**config.mk**
```make
export PLATFORM = sky130hd
export DESIGN_NAME = mode_registry_with_transition_timer_core
export DESIGN_NICKNAME = d
export VERILOG_FILES = /design/src/hdl/mrt_pkg.sv /design/src/hdl/mrt_ctrl.sv /design/src/hdl/mrt_datapath.sv /design/src/hdl/mode_registry_with_transition_timer_core.sv
export SDC_FILE = /design/constraint.sdc
export NUM_CORES = 1
export LEC_CHECK = 0
export CAP_MARGIN = 20
export CORE_ASPECT_RATIO = 0.9
export CORE_MARGIN = 2
export CORE_UTILIZATION = 55
export DETAILED_ROUTE_END_ITERATION = 12
export DONT_BUFFER_PORTS = 1
export GPL_ROUTABILITY_DRIVEN = 0
export PLACE_DENSITY = 0.7
export SLEW_MARGIN = 20
export SYNTH_ARGS = -nofsm -noshare
export SYNTH_HDL_FRONTEND = slang
export SYNTH_SLANG_ARGS = --single-unit
```
**constraint.sdc**
```tcl
create_clock -name clk -period 4.4 [get_ports clk]
set_input_delay 0.22 -clock clk [delete_from_list [all_inputs] [get_ports clk]]
set_output_delay 0.22 -clock clk [all_outputs]
set_load 0.005 [all_outputs]
```
**src/hdl/mrt_pkg.sv**
```systemverilog
// shared types and constants for the mode registry with transition timer
package mrt_pkg;

    localparam int MODE_SLOTS_DEF   = 16;
    localparam int MODE_ID_BITS_DEF = 8;
    localparam int ID_FIELD_W       = 8;
    localparam int DUR_W            = 16;

    typedef logic [ID_FIELD_W-1:0] mode_id_t;
    typedef logic [DUR_W-1:0]      dur_t;

    localparam logic [1:0] OP_REGISTER = 2'd0;
    localparam logic [1:0] OP_SWITCH   = 2'd1;
    localparam logic [1:0] OP_TICK     = 2'd2;
    localparam logic [1:0] OP_NONE     = 2'd3;

    localparam logic [1:0] ST_OK      = 2'd0;
    localparam logic [1:0] ST_FULL    = 2'd1;
    localparam logic [1:0] ST_DUP     = 2'd2;
    localparam logic [1:0] ST_MISSING = 2'd3;

    localparam dur_t DUR_MAX = '1;

    typedef struct packed {
        logic [1:0] mode;
        mode_id_t   mode_id;
        dur_t       settle_ms;
        dur_t       tick_ms;
    } item_t;

    typedef struct packed {
        logic [1:0] status;
        mode_id_t   current_mode;
        mode_id_t   previous_mode;
        logic       exit_hook;
        logic       enter_hook;
        logic       mode_changed;
        logic       transition_event;
        logic       tick_hook;
        logic       transitioning;
    } result_t;

    typedef struct packed {
        logic load;
        logic compare;
        logic advance;
        logic execute;
    } ctrl_cmd_t;

    typedef struct packed {
        logic [1:0] op;
        logic       full;
        logic       empty;
        logic       match;
        logic       last;
    } ctrl_stat_t;

endpackage

```
**src/hdl/mrt_ctrl.sv**
```systemverilog
// controller state machine: item load, slot scan sequencing and execute
module mrt_ctrl (
    input  logic                 clk,
    input  logic                 rst_n,
    input  logic                 start,
    output logic                 busy,
    input  mrt_pkg::ctrl_stat_t  stat,
    output mrt_pkg::ctrl_cmd_t   cmd
);

    typedef enum logic [4:0] {
        S_IDLE  = 5'b00001,
        S_CHECK = 5'b00010,
        S_READ  = 5'b00100,
        S_CMP   = 5'b01000,
        S_EXEC  = 5'b10000
    } state_t;

    state_t state_reg;
    state_t state_next;

    always_ff @(posedge clk or negedge rst_n)
    begin
        if (!rst_n)
        begin
            state_reg <= S_IDLE;
        end
        else
        begin
            state_reg <= state_next;
        end
    end

    always_comb
    begin
        state_next  = state_reg;
        cmd         = '0;
        unique case (state_reg)
            S_IDLE:
            begin
                if (start)
                begin
                    cmd.load   = 1'b1;
                    state_next = S_CHECK;
                end
            end
            S_CHECK:
            begin
                if (stat.op == mrt_pkg::OP_REGISTER && stat.full)
                begin
                    state_next = S_EXEC;
                end
                else if ((stat.op == mrt_pkg::OP_REGISTER || stat.op == mrt_pkg::OP_SWITCH)
                         && !stat.empty)
                begin
                    state_next = S_READ;
                end
                else
                begin
                    state_next = S_EXEC;
                end
            end
            S_READ:
            begin
                state_next = S_CMP;
            end
            S_CMP:
            begin
                cmd.compare = 1'b1;
                if (stat.match || stat.last)
                begin
                    state_next = S_EXEC;
                end
                else
                begin
                    cmd.advance = 1'b1;
                    state_next  = S_READ;
                end
            end
            S_EXEC:
            begin
                cmd.execute = 1'b1;
                state_next  = S_IDLE;
            end
            default:
            begin
                state_next = S_IDLE;
            end
        endcase
    end

    assign busy = (state_reg != S_IDLE);

endmodule

```
**src/hdl/mrt_datapath.sv**
```systemverilog
// datapath: mode table memory, scan index, current mode and transition timer
module mrt_datapath #(
    parameter int MODE_SLOTS   = mrt_pkg::MODE_SLOTS_DEF,
    parameter int MODE_ID_BITS = mrt_pkg::MODE_ID_BITS_DEF
) (
    input  logic                 clk,
    input  logic                 rst_n,
    input  mrt_pkg::item_t       item,
    input  mrt_pkg::ctrl_cmd_t   cmd,
    output mrt_pkg::ctrl_stat_t  stat,
    output logic                 done,
    output mrt_pkg::result_t     result
);

    localparam int IdW   = (MODE_ID_BITS < mrt_pkg::ID_FIELD_W) ?
                           MODE_ID_BITS : mrt_pkg::ID_FIELD_W;
    localparam int IdxW  = (MODE_SLOTS > 1) ? $clog2(MODE_SLOTS) : 1;
    localparam int CntW  = $clog2(MODE_SLOTS + 1);
    localparam int EntW  = IdW + mrt_pkg::DUR_W;

    typedef logic [IdW-1:0]  id_t;
    typedef logic [CntW-1:0] cnt_t;

    // mode table memory
    logic [EntW-1:0] table_mem [MODE_SLOTS];
    logic [EntW-1:0] rd_data_reg;

    logic [1:0]      op_reg;
    id_t             id_reg;
    mrt_pkg::dur_t   tdur_reg;
    mrt_pkg::dur_t   tick_reg;

    logic [IdxW-1:0] idx_reg;
    logic            found_reg;
    mrt_pkg::dur_t   found_dur_reg;

    cnt_t            count_reg;
    id_t             active_reg;
    logic            active_known_reg;
    logic            in_trans_reg;
    mrt_pkg::dur_t   elapsed_reg;
    mrt_pkg::dur_t   duration_reg;

    cnt_t            count_next;
    id_t             active_next;
    logic            active_known_next;
    logic            in_trans_next;
    mrt_pkg::dur_t   elapsed_next;
    mrt_pkg::dur_t   duration_next;
    logic            wr_en;
    mrt_pkg::result_t result_next;

    logic            done_reg;
    mrt_pkg::result_t result_reg;

    logic [mrt_pkg::DUR_W:0] tick_sum;
    mrt_pkg::dur_t   tick_sat;
    id_t             rd_id;
    mrt_pkg::dur_t   rd_dur;

    assign rd_id  = rd_data_reg[EntW-1:mrt_pkg::DUR_W];
    assign rd_dur = rd_data_reg[mrt_pkg::DUR_W-1:0];

    assign stat.op    = op_reg;
    assign stat.full  = (count_reg == cnt_t'(MODE_SLOTS));
    assign stat.empty = (count_reg == '0);
    assign stat.match = (rd_id == id_reg);
    assign stat.last  = (cnt_t'(idx_reg) == count_reg - cnt_t'(1));

    always_ff @(posedge clk)
    begin
        if (wr_en)
        begin
            table_mem[count_reg[IdxW-1:0]] <= {id_reg, tdur_reg};
        end
        rd_data_reg <= table_mem[idx_reg];
    end

    // item and scan registers
    always_ff @(posedge clk)
    begin
        if (cmd.load)
        begin
            op_reg   <= item.mode;
            id_reg   <= item.mode_id[IdW-1:0];
            tdur_reg <= item.settle_ms;
            tick_reg <= item.tick_ms;
            idx_reg  <= '0;
        end
        else if (cmd.advance)
        begin
            idx_reg <= idx_reg + IdxW'(1);
        end
        if (cmd.compare && stat.match)
        begin
            found_dur_reg <= rd_dur;
        end
        result_reg <= result_next;
    end

    assign tick_sum = {1'b0, elapsed_reg} + {1'b0, tick_reg};
    assign tick_sat = tick_sum[mrt_pkg::DUR_W] ? mrt_pkg::DUR_MAX
                                               : tick_sum[mrt_pkg::DUR_W-1:0];

    always_comb
    begin
        count_next        = count_reg;
        active_next       = active_reg;
        active_known_next = active_known_reg;
        in_trans_next     = in_trans_reg;
        elapsed_next      = elapsed_reg;
        duration_next     = duration_reg;
        wr_en             = 1'b0;
        result_next       = '0;
        result_next.status = mrt_pkg::ST_OK;
        case (op_reg)
            mrt_pkg::OP_REGISTER:
            begin
                if (stat.full)
                begin
                    result_next.status = mrt_pkg::ST_FULL;
                end
                else if (found_reg)
                begin
                    result_next.status = mrt_pkg::ST_DUP;
                end
                else
                begin
                    wr_en      = cmd.execute;
                    count_next = count_reg + cnt_t'(1);
                    if (id_reg == active_reg)
                    begin
                        active_known_next = 1'b1;
                    end
                end
            end
            mrt_pkg::OP_SWITCH:
            begin
                if (!found_reg)
                begin
                    result_next.status = mrt_pkg::ST_MISSING;
                end
                else
                begin
                    result_next.exit_hook    = active_known_reg;
                    result_next.enter_hook   = 1'b1;
                    result_next.mode_changed = 1'b1;
                    active_next              = id_reg;
                    active_known_next        = 1'b1;
                    if (found_dur_reg != '0)
                    begin
                        in_trans_next = 1'b1;
                        elapsed_next  = '0;
                        duration_next = found_dur_reg;
                    end
                end
            end
            mrt_pkg::OP_TICK:
            begin
                if (in_trans_reg)
                begin
                    elapsed_next = tick_sat;
                    if (tick_sat >= duration_reg)
                    begin
                        in_trans_next = 1'b0;
                    end
                    result_next.transition_event = 1'b1;
                end
                result_next.tick_hook = active_known_reg;
            end
            default:
            begin
            end
        endcase
        result_next.current_mode  = mrt_pkg::mode_id_t'(active_next);
        result_next.previous_mode = mrt_pkg::mode_id_t'(active_reg);
        result_next.transitioning = in_trans_next;
    end

    always_ff @(posedge clk or negedge rst_n)
    begin
        if (!rst_n)
        begin
            found_reg        <= 1'b0;
            count_reg        <= '0;
            active_reg       <= '0;
            active_known_reg <= 1'b0;
            in_trans_reg     <= 1'b0;
            elapsed_reg      <= '0;
            duration_reg     <= '0;
            done_reg         <= 1'b0;
        end
        else
        begin
            done_reg <= cmd.execute;
            if (cmd.load)
            begin
                found_reg <= 1'b0;
            end
            else if (cmd.compare && stat.match)
            begin
                found_reg <= 1'b1;
            end
            if (cmd.execute)
            begin
                count_reg        <= count_next;
                active_reg       <= active_next;
                active_known_reg <= active_known_next;
                in_trans_reg     <= in_trans_next;
                elapsed_reg      <= elapsed_next;
                duration_reg     <= duration_next;
            end
        end
    end

    assign done   = done_reg;
    assign result = result_reg;

endmodule

```
**src/hdl/mode_registry_with_transition_timer_core.sv**
```systemverilog
// top level of the mode registry with transition timer
//
// command channel: an item beat is taken at a rising edge with start high
// and busy low; item.mode selects register, switch or tick
// result channel: done is high for exactly one cycle with the result beat
// on result; the receiver cannot stall, so nothing is ever held back
// busy stays high while an item is checked, scanned and executed, and done
// is high in the first cycle with busy low again; the scan covers no slots
// for ticks, unused codes, an empty table or a full table on register, and
// up to the fill count for register and switch, stopping at the first match
// a new item can be taken in the same cycle that done is high; the scan
// reads the table memory one slot at a time through its registered read
// port
// reset: the fill count, current mode, transition flag and timers clear;
// table contents are not cleared and need no clearing pass
module mode_registry_with_transition_timer_core #(
    parameter int MODE_SLOTS   = mrt_pkg::MODE_SLOTS_DEF,
    parameter int MODE_ID_BITS = mrt_pkg::MODE_ID_BITS_DEF
) (
    input  logic              clk,
    input  logic              rst_n,
    input  logic              start,
    output logic              busy,
    input  mrt_pkg::item_t    item,
    output logic              done,
    output mrt_pkg::result_t  result
);

    mrt_pkg::ctrl_cmd_t  cmd;
    mrt_pkg::ctrl_stat_t stat;

    mrt_ctrl u_ctrl (
        .clk   (clk),
        .rst_n (rst_n),
        .start (start),
        .busy  (busy),
        .stat  (stat),
        .cmd   (cmd)
    );

    mrt_datapath #(
        .MODE_SLOTS   (MODE_SLOTS),
        .MODE_ID_BITS (MODE_ID_BITS)
    ) u_datapath (
        .clk    (clk),
        .rst_n  (rst_n),
        .item   (item),
        .cmd    (cmd),
        .stat   (stat),
        .done   (done),
        .result (result)
    );

    a_done_after_busy: assert property (@(posedge clk) disable iff (!rst_n)
        done |-> $past(busy))
        else $error("result beat without a preceding busy item");

    a_accept_busy: assert property (@(posedge clk) disable iff (!rst_n)
        (start && !busy) |=> busy)
        else $error("accepted item did not raise busy");

    a_done_single: assert property (@(posedge clk) disable iff (!rst_n)
        done |=> !done)
        else $error("result beat longer than one cycle");

    a_exit_needs_enter: assert property (@(posedge clk) disable iff (!rst_n)
        (done && result.exit_hook) |-> (result.enter_hook && result.status == mrt_pkg::ST_OK))
        else $error("exit hook without a successful switch");

endmodule

```
# ---- Word level (Yosys, flattened, before mapping)
# Memory sizes are Yosys's and may differ from the RTL's. A register that Yosys moved wholly into a read port is not among the register bits.
# Index checks and enable logic that the tools add are counted.
# W data, S select, Z words.
dict set report totals {
  ff_bits 140
  mem_bits_rw 384
  inputBits 45
  out_inout_bits 26
  wordCells 108
  n_memories 1
}
dict set report op_classes {
  addsub 4
  order_cmp 1
  n_eq_ne 19
  mux 40
  bitwise_logic 2
  n_reduce_logical 17
}
# name depth word_bits rd rd_clocked_by_memory_dff wr line_no
set memory_table {}
lappend memory_table {u_datapath.table_mem 16 24 1 1 1 mrt_datapath.sv:25} ;# logic [EntW-1:0] table_mem [MODE_SLOTS];
# operator n
set op_table {}
lappend op_table {{$mux W16} 4}
lappend op_table {{$pmux W16 S2} 1}
lappend op_table {{$mux W1} 20}
lappend op_table {{$mux W5} 4}
lappend op_table {{$pmux W5 S4} 1}
lappend op_table {{$add A16 B16 Y17} 1}
lappend op_table {{$eq A8 B8 Y1} 2}
lappend op_table {{$ge A16 B16 Y1} 1}
lappend op_table {{$mux W8} 2}
lappend op_table {{$reduce_bool A16 Y1} 1}
lappend op_table {{$eq A5 B5 Y1 const B} 2}
lappend op_table {{$mux W2} 5}
lappend op_table {{$ne A2 B1 Y1 const B} 4}
lappend op_table {{$reduce_and A4 Y1} 2}
lappend op_table {{$ne A2 B2 Y1 const B} 3}
lappend op_table {{$reduce_and A6 Y1} 1}
lappend op_table {{$reduce_bool A2 Y1} 3}
lappend op_table {{$add A5 B1 Y5 const B} 1}
lappend op_table {{$eq A4 B5 Y1} 1}
lappend op_table {{$eq A5 B1 Y1 const B} 1}
lappend op_table {{$eq A5 B2 Y1 const B} 1}
lappend op_table {{$eq A5 B3 Y1 const B} 1}
lappend op_table {{$eq A5 B4 Y1 const B} 1}
lappend op_table {{$logic_not A5 Y1} 1}
lappend op_table {{14 further kinds} 19}

# ---- Longest topological paths before layout
# Gate-level depths: netlist of run 1.
dict set report depth {
  depth_word 8
  mapped_depth 16
  mapped_depth_nobuf 15
}

# ---- Modules after synthesis
# A second synthesis of run 1 with hierarchy kept.
dict set report unflattened {
  hier_cells 1088
  area_unflattened_um2 21314.2
}
# mod n_inst cells_per_inst area_each_um2 seq_area_each_um2
set modules_own_cells {}
lappend modules_own_cells {mrt_datapath 1 1058 21032.7 15519.9}
lappend modules_own_cells {mrt_ctrl 1 30 281.5 126.4}

# ---- Worst setup path after synthesis of run 1
# OpenSTA, ideal clock, no wires.
dict set report synth_timing {
  kind {register to register}
  startpoint {register u_datapath.count_reg[0]}
  endpoint {memory u_datapath.table_mem[0][0] in the netlist's numbering, enable pin}
  setup_ns 0.435
  arrival_ns 2.985
  required_ns 3.965
  slack_ns 0.980
  stages_incl_launch_ff 6
  path_buffers 0
  synth_period_minus_slack_ns 3.420
  path_cell_list {dfrtp_1 -> inv_1 -> ha_1 -> and3_4 -> or3b_4 -> nor3_1}
}
dict set report synth_via {
  elab_chain_cells 5
}
# item line_no
set synth_rtl {}
lappend synth_rtl {{from (decl)} mrt_datapath.sv:37} ;# cnt_t count_reg;
lappend synth_rtl {{from (signal assigned)} mrt_datapath.sv:206} ;# count_reg <= count_next;
lappend synth_rtl {{$eq A5 B5 Y1} mrt_datapath.sv:65} ;# assign stat.full = (count_reg == cnt_t'(MODE_SLOTS));
lappend synth_rtl {{$mux W1} mrt_datapath.sv:119} ;# if (stat.full)
lappend synth_rtl {{$mux W1} mrt_datapath.sv:116} ;# case (op_reg)
lappend synth_rtl {{$mux W1} mrt_datapath.sv:72} ;# if (wr_en)
lappend synth_rtl {{$mux W1 (not written as such)} mrt_datapath.sv:74} ;# table_mem[count_reg[IdxW-1:0]] <= {id_reg, tdur_reg};
lappend synth_rtl {{to (decl)} mrt_datapath.sv:25}
# Several ways; a longest one is shown, not always the timed one.

# ---- Worst setup path in the final report of run 1
dict set report layout_timing {
  startpoint {register u_datapath.elapsed_reg[0]}
  endpoint {register u_datapath.in_trans_reg}
}
dict set report layout_via {
  elab_chain_cells 6
}
# item line_no
set layout_rtl {}
lappend layout_rtl {{from (decl)} mrt_datapath.sv:41} ;# mrt_pkg::dur_t elapsed_reg;
lappend layout_rtl {{from (signal assigned)} mrt_datapath.sv:210} ;# elapsed_reg <= elapsed_next;
lappend layout_rtl {{$add A16 B16 Y17} mrt_datapath.sv:101} ;# assign tick_sum = {1'b0, elapsed_reg} + {1'b0, tick_reg};
lappend layout_rtl {{$mux W16} mrt_datapath.sv:102} ;# assign tick_sat = tick_sum[mrt_pkg::DUR_W] ? mrt_pkg::DUR_MAX
lappend layout_rtl {{$ge A16 B16 Y1} mrt_datapath.sv:163} ;# if (tick_sat >= duration_reg)
lappend layout_rtl {{$mux W1} mrt_datapath.sv:163}
lappend layout_rtl {{$mux W1} mrt_datapath.sv:160} ;# if (in_trans_reg)
lappend layout_rtl {{$pmux W1 S2} mrt_datapath.sv:116}
lappend layout_rtl {{to (signal assigned)} mrt_datapath.sv:209} ;# in_trans_reg <= in_trans_next;
lappend layout_rtl {{to (decl)} mrt_datapath.sv:40} ;# logic in_trans_reg;
# Every way passes these cells.
# A chain may end at the register's enable or synchronous reset.

==> results of run 1 <==
[layout make-up]
cell class              count  share of cell area, %
clock buffers              75                   6.09
clock inverters            22                  0.941
inverters                  26                  0.397
multi-input cells         666                   23.1
flip-flops and latches    547                   63.7
well taps                 532                   2.71
repair buffers             76                   3.10
[cells in the mapped netlist, types with 3 or more instances]
master,count,area share [%]
nor4_1,8,0.23
nor2_1,26,0.45
a21oi_1,42,0.97
and3_1,7,0.20
a221oi_1,24,0.97
mux2_2,39,2.0
inv_1,26,0.45
mux2i_1,83,3.8
a21oi_2,4,0.16
a22o_1,13,0.52
dfrtp_1,53,6.1
mux4_2,48,5.0
xor2_1,18,0.73
and2_1,15,0.43
nand3_1,3,0.069
o21ai_0,50,1.2
xnor2_1,19,0.77
a211oi_1,7,0.24
nand2_1,103,1.8
a22oi_1,26,0.90
a21o_1,9,0.31
nand2b_1,6,0.17
or2_1,3,0.087
edfxtp_1,442,61
nand4_1,8,0.23
dfxtp_1,51,4.7
ha_1,41,2.4
clkbuf_1,22,0.38
nor2b_1,8,0.23
buf_4,10,0.35
buf_2,21,0.48
nor3_1,5,0.12
[placed cells by master (no fill, tap or decap), drive strengths merged, types with 18 or more instances in the layout]
cell type	count
buf	32
mux2	39
mux2i	83
a22oi	26
dfrtp	53
nor2	28
edfxtp	442
a221oi	24
nand2	103
inv	27
dlygate4sd3	44
o21ai	53
dfxtp	51
xor2	18
ha	41
mux4	48
xnor2	19
a21oi	47
clkbuf	75
[path summary, 6_finish.rpt]
kind	depth (start not counted)	startpoint	slack (ns)	to
worst max-delay path	14	u_datapath.elapsed_reg[0]$_DFFE_PN0P_	0.52	u_datapath.in_trans_reg$_DFFE_PN0P_
min in group clk	1	item[32]	0.24	u_datapath.id_reg[0]$_DFFE_PP_
worst min-delay path	2	rst_n	0.19	u_datapath.active_reg[6]$_DFFE_PN0P_
max in group asynchronous	2	rst_n	3.91	u_ctrl.state_reg[0]$_DFFE_PN1P_
worst max register to register	14	u_datapath.elapsed_reg[0]$_DFFE_PN0P_	0.52	u_datapath.in_trans_reg$_DFFE_PN0P_
worst min register to register	0	u_datapath.rd_data_reg[0]$_DFF_P_	0.41	u_datapath.found_dur_reg[0]$_DFFE_PP_
[per-layer routing]
| layer | share of wire, % | wire length [um] | GRT usage [%] | up-vias |
|---|---|---|---|---|
| met5 | 0 | 0 | 0 | - |
| met4 | 2.2 | 999 | 5.93 | 0 |
| met3 | 5.9 | 2680 | 3.89 | 74 |
| met2 | 48 | 22200 | 37.5 | 345 |
| met1 | 44 | 19900 | 31.9 | 5817 |
| li1 | - | - | - | 5183 |
[cells by family (layout without fill, tap and decap cells)]
kind of cell	count (synthesis)	in the layout
flops	547	547
compound gates	208	208
buf+inv	82	199
mux	170	170
fa+ha+maj	42	42
xor+xnor	37	37
simple gates	209	209
[metrics by stage]
| stage | power [mW] | setup slack (ns) | instance area (um2) | std cells |
|---|---|---|---|---|
| global route | 11.9 | 0.257 | 24600 | 1944 |
| finish | 11.5 | 0.520 | 24600 | 1944 |
| global placement | 7.06 | 0.476 | 22400 | 1802 |
| detailed placement | 7.10 | 0.418 | 22400 | 1802 |
| CTS | 11.6 | 0.432 | 24600 | 1944 |
| floorplan | 6.79 | 0.980 | 21700 | 1295 |
[power breakdown]
group          switching, mW  leakage [nW]  internal [mW]  total, mW
sequential             0.262          5.16           5.95       6.21
clock                   1.88         0.845           2.55       4.44
combinational          0.483          2.41          0.339      0.822
total                   2.63          8.41           8.84       11.5
==> out/results.ini, run 1 <==
[cells_and_area]
fin_nets = 1456
fin_util_pct = 62.7
largest_reg_flops = 384
drive_gt1_share_pct = 16.1
insertedDiodeCount = 0
multi_input_area_mm2 = 0.00568
nFillCells = 2789
regArea_mm2 = 0.0157
area_growth_pct = 13.3

[yosys]
yosys.area_share.adder_pct = 2.46
yosysWarnings = 0
synth-seq-cells = 547
synthSimpleGateAreaFrac_pct = 4.68
mappedNetlistArea_mm2 = 0.0217
synth.avg_cell_area_um2 = 16.8
synth_compound_area_share_pct = 6.63
synth_mux_area_share_pct = 10.8
async_flop_share_pct = 9.87
ys_types = 75
synth_cells = 1295
synthXorXnorAreaFrac_pct = 1.49
ys.flop_type = edfxtp_1
yosysSeqAreaShare_pct = 72.1
synth-edff-count = 442
synth.net_count = 1382
synth_top_family_by_area = multiplexers

[cts]
clkLatencyLatePin_ns = 0.61
cts_resized = 0
cts_tree = yes
clkTransAtPathRegs_ns = 0.06
cts.path.max_buffers = 3
ctsHoldBuffers = 45
htree_levels = 2
cts_root_buffer = clkbuf_16
cts_sinks = 547
cts-buffers-inserted = 52
cts_setup_buffers = 0

[sta]
fin_crit_sh_pct = 88.2
setup_viol = 0
finClkSkew_ns = 0.0259
period_needed_ns = 3.88
final-max-slew-violation-count = 0
worst_pin_slew_ns = 0.911
final.setup.tns_ns = 0
rsz0062_at_grt = false
whs_ns = 0.193
max-slew-margin-rel_pct = 39.0
max_freq_mhz = 258
final_hold_viol_count = 0

[route]
drt_wl_total_um = 45800
route.detailed.drc = 0
vias = 11419
drtPass1Iterations = 5
first_iter_violations = 1008
drt-vias-per-instance = 5.87
wl_per_cell_um = 23.5
ant_nets = 0

[die]
initial_core_util_pct = 55.4
fp.dieW_um = 213
core-area_mm2 = 0.0392
rows = 69
die_area_mm2 = 0.0411
ios = 71
die_y_um = 192

[setup_path]
slowest_stage = a2111oi_0
critPathKind = reg -> reg
worst_setup_path_end_kind = flop
crit_top_cell = ha_1
critPathTopFamily = compound AO/OA/AOI/OAI gates
path_buf_inv = 0
required_ns = 4.88
worstSetupStartpointType = flop
worst-path-max-fanout = 6
arrival_ns = 4.36
cp_cell_sequence = ha_1, fa_1, a211oi_2, o21ba_2, a21o_1, a21oi_2, or2_1, ha_1, nand3_1, a21boi_0, o21ai_0, a2111oi_0, o221a_2, a21oi_1
critPathMaxStageDelay_ns = 0.60

[grt]
antenna_found_initial = 0
track_usage_pct = 22.8
grt_overflow = 0
grt_max_degree = 55
grt_pass1_wl_um = 68500
grt_pass1_vias = 11324

[place]
port_buffers = 0
hpwlAfterDp_um = 25000

[worst_hold_path]
hp-class = in -> async

[outcome]
outcome = complete, no violations

[power_and_ir_drop]
vdd.ir_drop.worst_uv = 402
power_leakage_nw = 8.41
p_per_area_mw_per_mm2 = 467

[run]
maxCapViolations = 0

No activity file was read; power rests on OpenSTA's default activity.
==> inputs of run 2 (changes only) <==
Settings changed: CORE_MARGIN 2 to 1.
==> run 2 against run 1 <==
- first-iteration DRC count is 9.4% higher
- clock-buffer cell count is 7 higher
- critical path type unchanged
- combinational power is 1% lower
- via count stayed put
- die area is 2.0% lower
- setup slack worse by 0.069 ns
- fmax is 1.7% lower
==> out/results.ini, run 2 (same netlist as run 1, synthesis figures left out) <==
[outcome]
outcome = complete, no violations

[cts]
cts.path.max_buffers = 3
cts_sinks = 547
clkLatencyLatePin_ns = 0.59
clkTransAtPathRegs_ns = 0.06
htree_levels = 2
cts_resized = 0
cts_tree = yes
cts_root_buffer = clkbuf_16
cts-buffers-inserted = 53

[cells_and_area]
layout_common_cells = 442 x edfxtp_1, 103 x nand2_1, 83 x mux2i_1, 55 x clkbuf_16, 53 x dfrtp_1
fin_nets = 1456
area_growth_pct = 13.3
multi_input_area_mm2 = 0.00568
regArea_mm2 = 0.0157
final_common_cell = edfxtp_1
drive_gt1_share_pct = 15.6
largest_reg_flops = 384
nFillCells = 2757

[setup_path]
worst_setup_path_end_kind = flop
critPathKind = reg -> reg
required_ns = 4.85
worstSetupStartpointType = flop
slowest_stage = a2111oi_0
arrival_ns = 4.40
critPathMaxStageDelay_ns = 0.62
worst-path-max-fanout = 4
cp_cell_sequence = ha_1, fa_1, a211oi_2, o21ba_2, a21o_1, nand2_1, nand2b_1, nand2_1, ha_1, nand3_1, a21boi_0, o21ai_0, a2111oi_0, o221a_2, a21oi_1

[grt]
grt_pass1_vias = 11438
antenna_found_initial = 0
track_usage_pct = 23.2
grt_pass1_wl_um = 69200
grt_overflow = 0
grt_max_degree = 55

[route]
vias = 11419
drtPass1Iterations = 5
drt_wl_total_um = 45300
route.detailed.drc = 0
ant_nets = 0
first_iter_violations = 1103
drt-vias-per-instance = 5.89
wl_per_cell_um = 23.4

[sta]
rsz0062_at_grt = false
period_needed_ns = 3.95
final.setup.tns_ns = 0
fin_crit_sh_pct = 89.7
max-slew-margin-rel_pct = 37.0
max_freq_mhz = 253
worst_pin_slew_ns = 0.944
final-max-slew-violation-count = 0
finClkSkew_ns = 0.0204
setup_viol = 0
final_hold_viol_count = 0

[power_and_ir_drop]
combPwrFrac_pct = 7.0
total_power_mw = 11.6
p_seq_share_pct = 53.7
power_leakage_nw = 8.41
switchingPower_mw = 2.62
pwr-share-clk_pct = 39.3
p_per_area_mw_per_mm2 = 471
p_int_mw = 8.95
power.share.switching_pct = 22.7
vdd.ir_drop.worst_uv = 391

[place]
hpwlAfterDp_um = 24600
port_buffers = 0

[die]
ios = 71
initial_core_util_pct = 56.2
die_y_um = 190
core-area_mm2 = 0.0386
fp.dieW_um = 211
rows = 68
die_area_mm2 = 0.0402

[worst_hold_path]
hp-class = in -> async

[run]
maxCapViolations = 0

-- run 2: cell count changes in the layout (fill, tap and decap cells not counted), sizes merged --
cell,before,now
buf,32,31
bufinv,3,4
clkbuf,75,82
clkinv,16,9
diode,0,1
inv,27,28
-- run 2: area by class of cell --
type	count	area share, %
sequential	547	63.7
multi-input combinational	666	23.1
clock buffer	82	6.29
timing repair buffer	75	2.97
tap	525	2.67
clock inverter	17	0.885
inverter	26	0.397
antenna	1	0.0102
-- run 2: layer usage --
layer,GRT usage [%],share of wire (%),up-vias,routed length [um]
met1,34.7,45,5764,20400
met5,0,0,-,0
met4,6.44,2.2,0,975
li1,-,-,5192,-
met2,35.7,46,378,21100
met3,3.44,6.4,85,2900
-- run 2: power groups by stage --
stage,Sequential (mW),Clock [mW],Combinational [mW]
2_1_floorplan,6.22,0,0.572
3_3_place_gp,6.30,0,0.748
3_5_place_dp,6.32,0,0.764
4_1_cts,6.21,4.63,0.817
5_1_grt,6.25,4.83,0.912
6_report,6.21,4.55,0.811
-- run 2: worst paths after layout --
| path | start | endpoint | slack [ns] | depth (start not counted) |
|---|---|---|---|---|
| max | u_datapath.elapsed_reg[0]$_DFFE_PN0P_ | u_datapath.in_trans_reg$_DFFE_PN0P_ | 0.45 | 15 |
| min reg2reg | u_datapath.rd_data_reg[3]$_DFF_P_ | u_datapath.found_dur_reg[3]$_DFFE_PP_ | 0.40 | 0 |
| min | rst_n | u_datapath.elapsed_reg[13]$_DFFE_PN0P_ | 0.15 | 2 |
| max in group asynchronous | rst_n | u_ctrl.state_reg[0]$_DFFE_PN1P_ | 3.96 | 2 |
| max reg2reg | u_datapath.elapsed_reg[0]$_DFFE_PN0P_ | u_datapath.in_trans_reg$_DFFE_PN0P_ | 0.45 | 15 |
| min in group clk | item[31] | u_datapath.tdur_reg[15]$_DFFE_PP_ | 0.26 | 1 |
-- run 2: repair_timing --
action,4_1_cts,5_1_grt
endpoints found under the hold margin,97,0
hold buffers,45,0
endpoints found under the setup margin,0,0
setup buffers,0,0
-- run 2: metrics by stage --
stage / hold WS [ns] / util, % / cell area (um2) / cells / worst slack [ns]
after floorplan: -0.0756 / - / 21700 / 1295 / 0.980
after detailed placement: -0.0740 / 57.9 / 22400 / 1794 / 0.348
after global routing: 0.158 / 63.6 / 24600 / 1938 / 0.109
after global placement: -0.0724 / 57.9 / 22400 / 1794 / 0.465
final: 0.153 / 63.7 / 24600 / 1939 / 0.451
after CTS: 0.149 / 63.6 / 24600 / 1938 / 0.353
-- run 2: critical path, delay by kind of cell, from the launching register on --
family	cells	cell delay, ns
simple gates	4	0.48
compound gates	8	1.91
flops	1	0.39
fa+ha+maj	3	1.06
==> inputs of run 3 (changes only) <==
Settings changed: GPL_ROUTABILITY_DRIVEN 0 to default, SYNTH_HIERARCHICAL from default to 1.
==> run 3 against run 2 <==
- setup slack improved by 0.21 ns
- synthesized area shrank 1.8%
- cell count decreased by 12%
- largest cell class unchanged
- sequential share of layout area up 0.73 points
- critical endpoint is now u_datapath/in_trans_reg$_DFFE_PN0P_
- design area fell by 1.1%
- clock power up 0.9%
- register-to-register slack improved by 0.21 ns
- sequential power is essentially flat
- synthesized cell count fell by 16%
- critical path depth fell by 1
==> out/results.ini, run 3 <==
[outcome]
outcome = complete, no violations

[yosys]
yosysWarnings = 6
yosysMostFrequentCell = edfxtp_1
synth_cells = 1088
yosysTopAreaCell = edfxtp_1
mappedNetlistArea_mm2 = 0.0213
synth.avg_cell_area_um2 = 19.6
ys_types = 63
synth-seq-cells = 547
synthTopCellsByArea = edfxtp_1 62%, mux4_2 13%, dfrtp_1 6.2%
synthTopCellsByCount = 442 x edfxtp_1, 120 x mux4_2, 53 x dfrtp_1
yosysSeqAreaShare_pct = 73.4
ys.flop_type = edfxtp_1
synth-edff-count = 442
async_flop_share_pct = 9.87
synth.net_count = 1174
netlist.area_leader.share_pct = 62.3

[setup_path]
worstSetupStartpointType = flop
arrival_ns = 4.28
required_ns = 4.94
worst_setup_path_end_kind = flop
worst-path-max-fanout = 17
critPathKind = reg -> reg

[grt]
grt_overflow = 0
use_met3_pct = 3.68
grt_pass1_vias = 10432
antenna_found_initial = 0
top_usage_layer = met2
grt_max_degree = 55
track_usage_pct = 22.3
grt_util_met1_pct = 32.1
met2_usage_pct = 35.4
grt_pass1_wl_um = 64300

[die]
ios = 71
die_area_mm2 = 0.0395
fp.dieW_um = 210
core-area_mm2 = 0.0383
initial_core_util_pct = 55.7
die_y_um = 189
rows = 68

[route]
drtPass1Iterations = 5
first_iter_violations = 1114
route.detailed.drc = 0
vias = 10220
drt_wl_total_um = 42300
ant_nets = 0
drt-vias-per-instance = 5.97
wl_per_cell_um = 24.7

[place]
place_congestion = 0.804
hpwlAfterDp_um = 23100
place_area_mm2 = 0.0220
dp_slack_ns = 0.660
place_inst = 1567
port_buffers = 0

[sta]
whs_ns = 0.127
fin_ws_ns = 0.661
period_needed_ns = 3.74
final-max-slew-violation-count = 0
final.setup.tns_ns = 0
fin_crit_sh_pct = 85.0
final_hold_viol_count = 0
worst_pin_slew_ns = 0.840
setup_viol = 0
max_freq_mhz = 267
max-slew-margin-rel_pct = 44.0
finClkSkew_ns = 0.0295
rsz0062_at_grt = false

[cells_and_area]
design_area_mm2 = 0.0243
fin_util_pct = 63.5
final_common_cell = edfxtp_1
drive_gt1_share_pct = 24.1
nFillCells = 2596
layout_common_cells = 442 x edfxtp_1, 120 x mux4_2, 54 x clkbuf_16, 53 x dfrtp_1, 48 x dfxtp_1
area_growth_pct = 14.1
final_cells = 1712
insertedDiodeCount = 0
largest_reg_flops = 384
fin_nets = 1264

[cts]
cts_tree = yes
cts_resized = 0
cts-buffers-inserted = 53
cts_sinks = 547
clkTransAtPathRegs_ns = 0.07
htree_levels = 2
cts.path.max_buffers = 3
clkLatencyLatePin_ns = 0.61
cts_root_buffer = clkbuf_16

[power_and_ir_drop]
total_power_mw = 11.9
p_per_area_mw_per_mm2 = 488
power_leakage_nw = 8.21
vdd.ir_drop.worst_uv = 291

[run]
maxCapViolations = 0

[worst_hold_path]
hp-class = in -> async

run 3: timing repair:
action	CTS	global route
hold endpoints to repair	98	0
buffers inserted	0	0
hold buffers	45	0
run 3: layer usage:
layer	share of wire (%)	vias up	routed length (um)
li1	-	4546	-
met1	44	5300	18800
met2	48	318	20300
met3	5.7	56	2420
met4	1.9	0	793
met5	0	-	0
run 3: worst paths after layout:
kind                                                   startpoint                                      to  slack [ns]  cells after the start
worst max register to register   u_datapath/tick_reg[0]$_DFFE_PP_     u_datapath/in_trans_reg$_DFFE_PN0P_        0.66                     14
worst max-delay path             u_datapath/tick_reg[0]$_DFFE_PP_     u_datapath/in_trans_reg$_DFFE_PN0P_        0.66                     14
max in group asynchronous                                   rst_n  u_datapath/duration_reg[4]$_DFFE_PN0P_        3.99                      2
worst min-delay path                                        rst_n    u_datapath/active_reg[0]$_DFFE_PN0P_        0.13                      2
worst min register to register  u_datapath/rd_data_reg[4]$_DFF_P_   u_datapath/found_dur_reg[4]$_DFFE_PP_        0.40                      0
min in group clk                                         item[31]       u_datapath/tdur_reg[15]$_DFFE_PP_        0.23                      1
run 3: kinds of logic after synthesis:
| logic type | synth area share (%) |
|---|---|
| xor gates and xnor gates | 1.68 |
| adders and majority gates | 2.44 |
| buffers and inverters | 1.42 |
| muxes | 14.5 |
| AOI/OAI and AO/OA | 3.01 |
| DFF | 73.4 |
| and+or+nand+nor | 3.53 |
run 3: power by group:
part / internal [mW] / total [mW] / switching, mW
Sequential: 5.96 / 6.22 / 0.264
Combinational: 0.449 / 1.06 / 0.613
Clock: 2.68 / 4.59 / 1.91
Total: 9.09 / 11.9 / 2.78
run 3: cell type report:
cell class                      instances  area (um2)  share of cell area [%]
Timing Repair Buffer                   75         731                    3.01
Inverter                               29         109                   0.448
Multi-Input combinational cell        472        5420                    22.3
Clock buffer                           74        1500                    6.15
Clock inverter                         25         293                    1.20
Sequential cell                       547       15700                    64.4
Tap cell                              490         613                    2.52
run 3: critical path, cell delays in order, from the launching register on:
cell	delay, ns
edfxtp_1	0.38
ha_1	0.26
fa_1	0.46
a211oi_2	0.29
o211ai_2	0.15
a31oi_4	0.23
a21oi_2	0.20
or2_2	0.36
ha_1	0.31
a21o_1	0.16
a221oi_1	0.29
nor3_1	0.08
a41oi_1	0.23
a21oi_1	0.13
a21oi_1	0.15
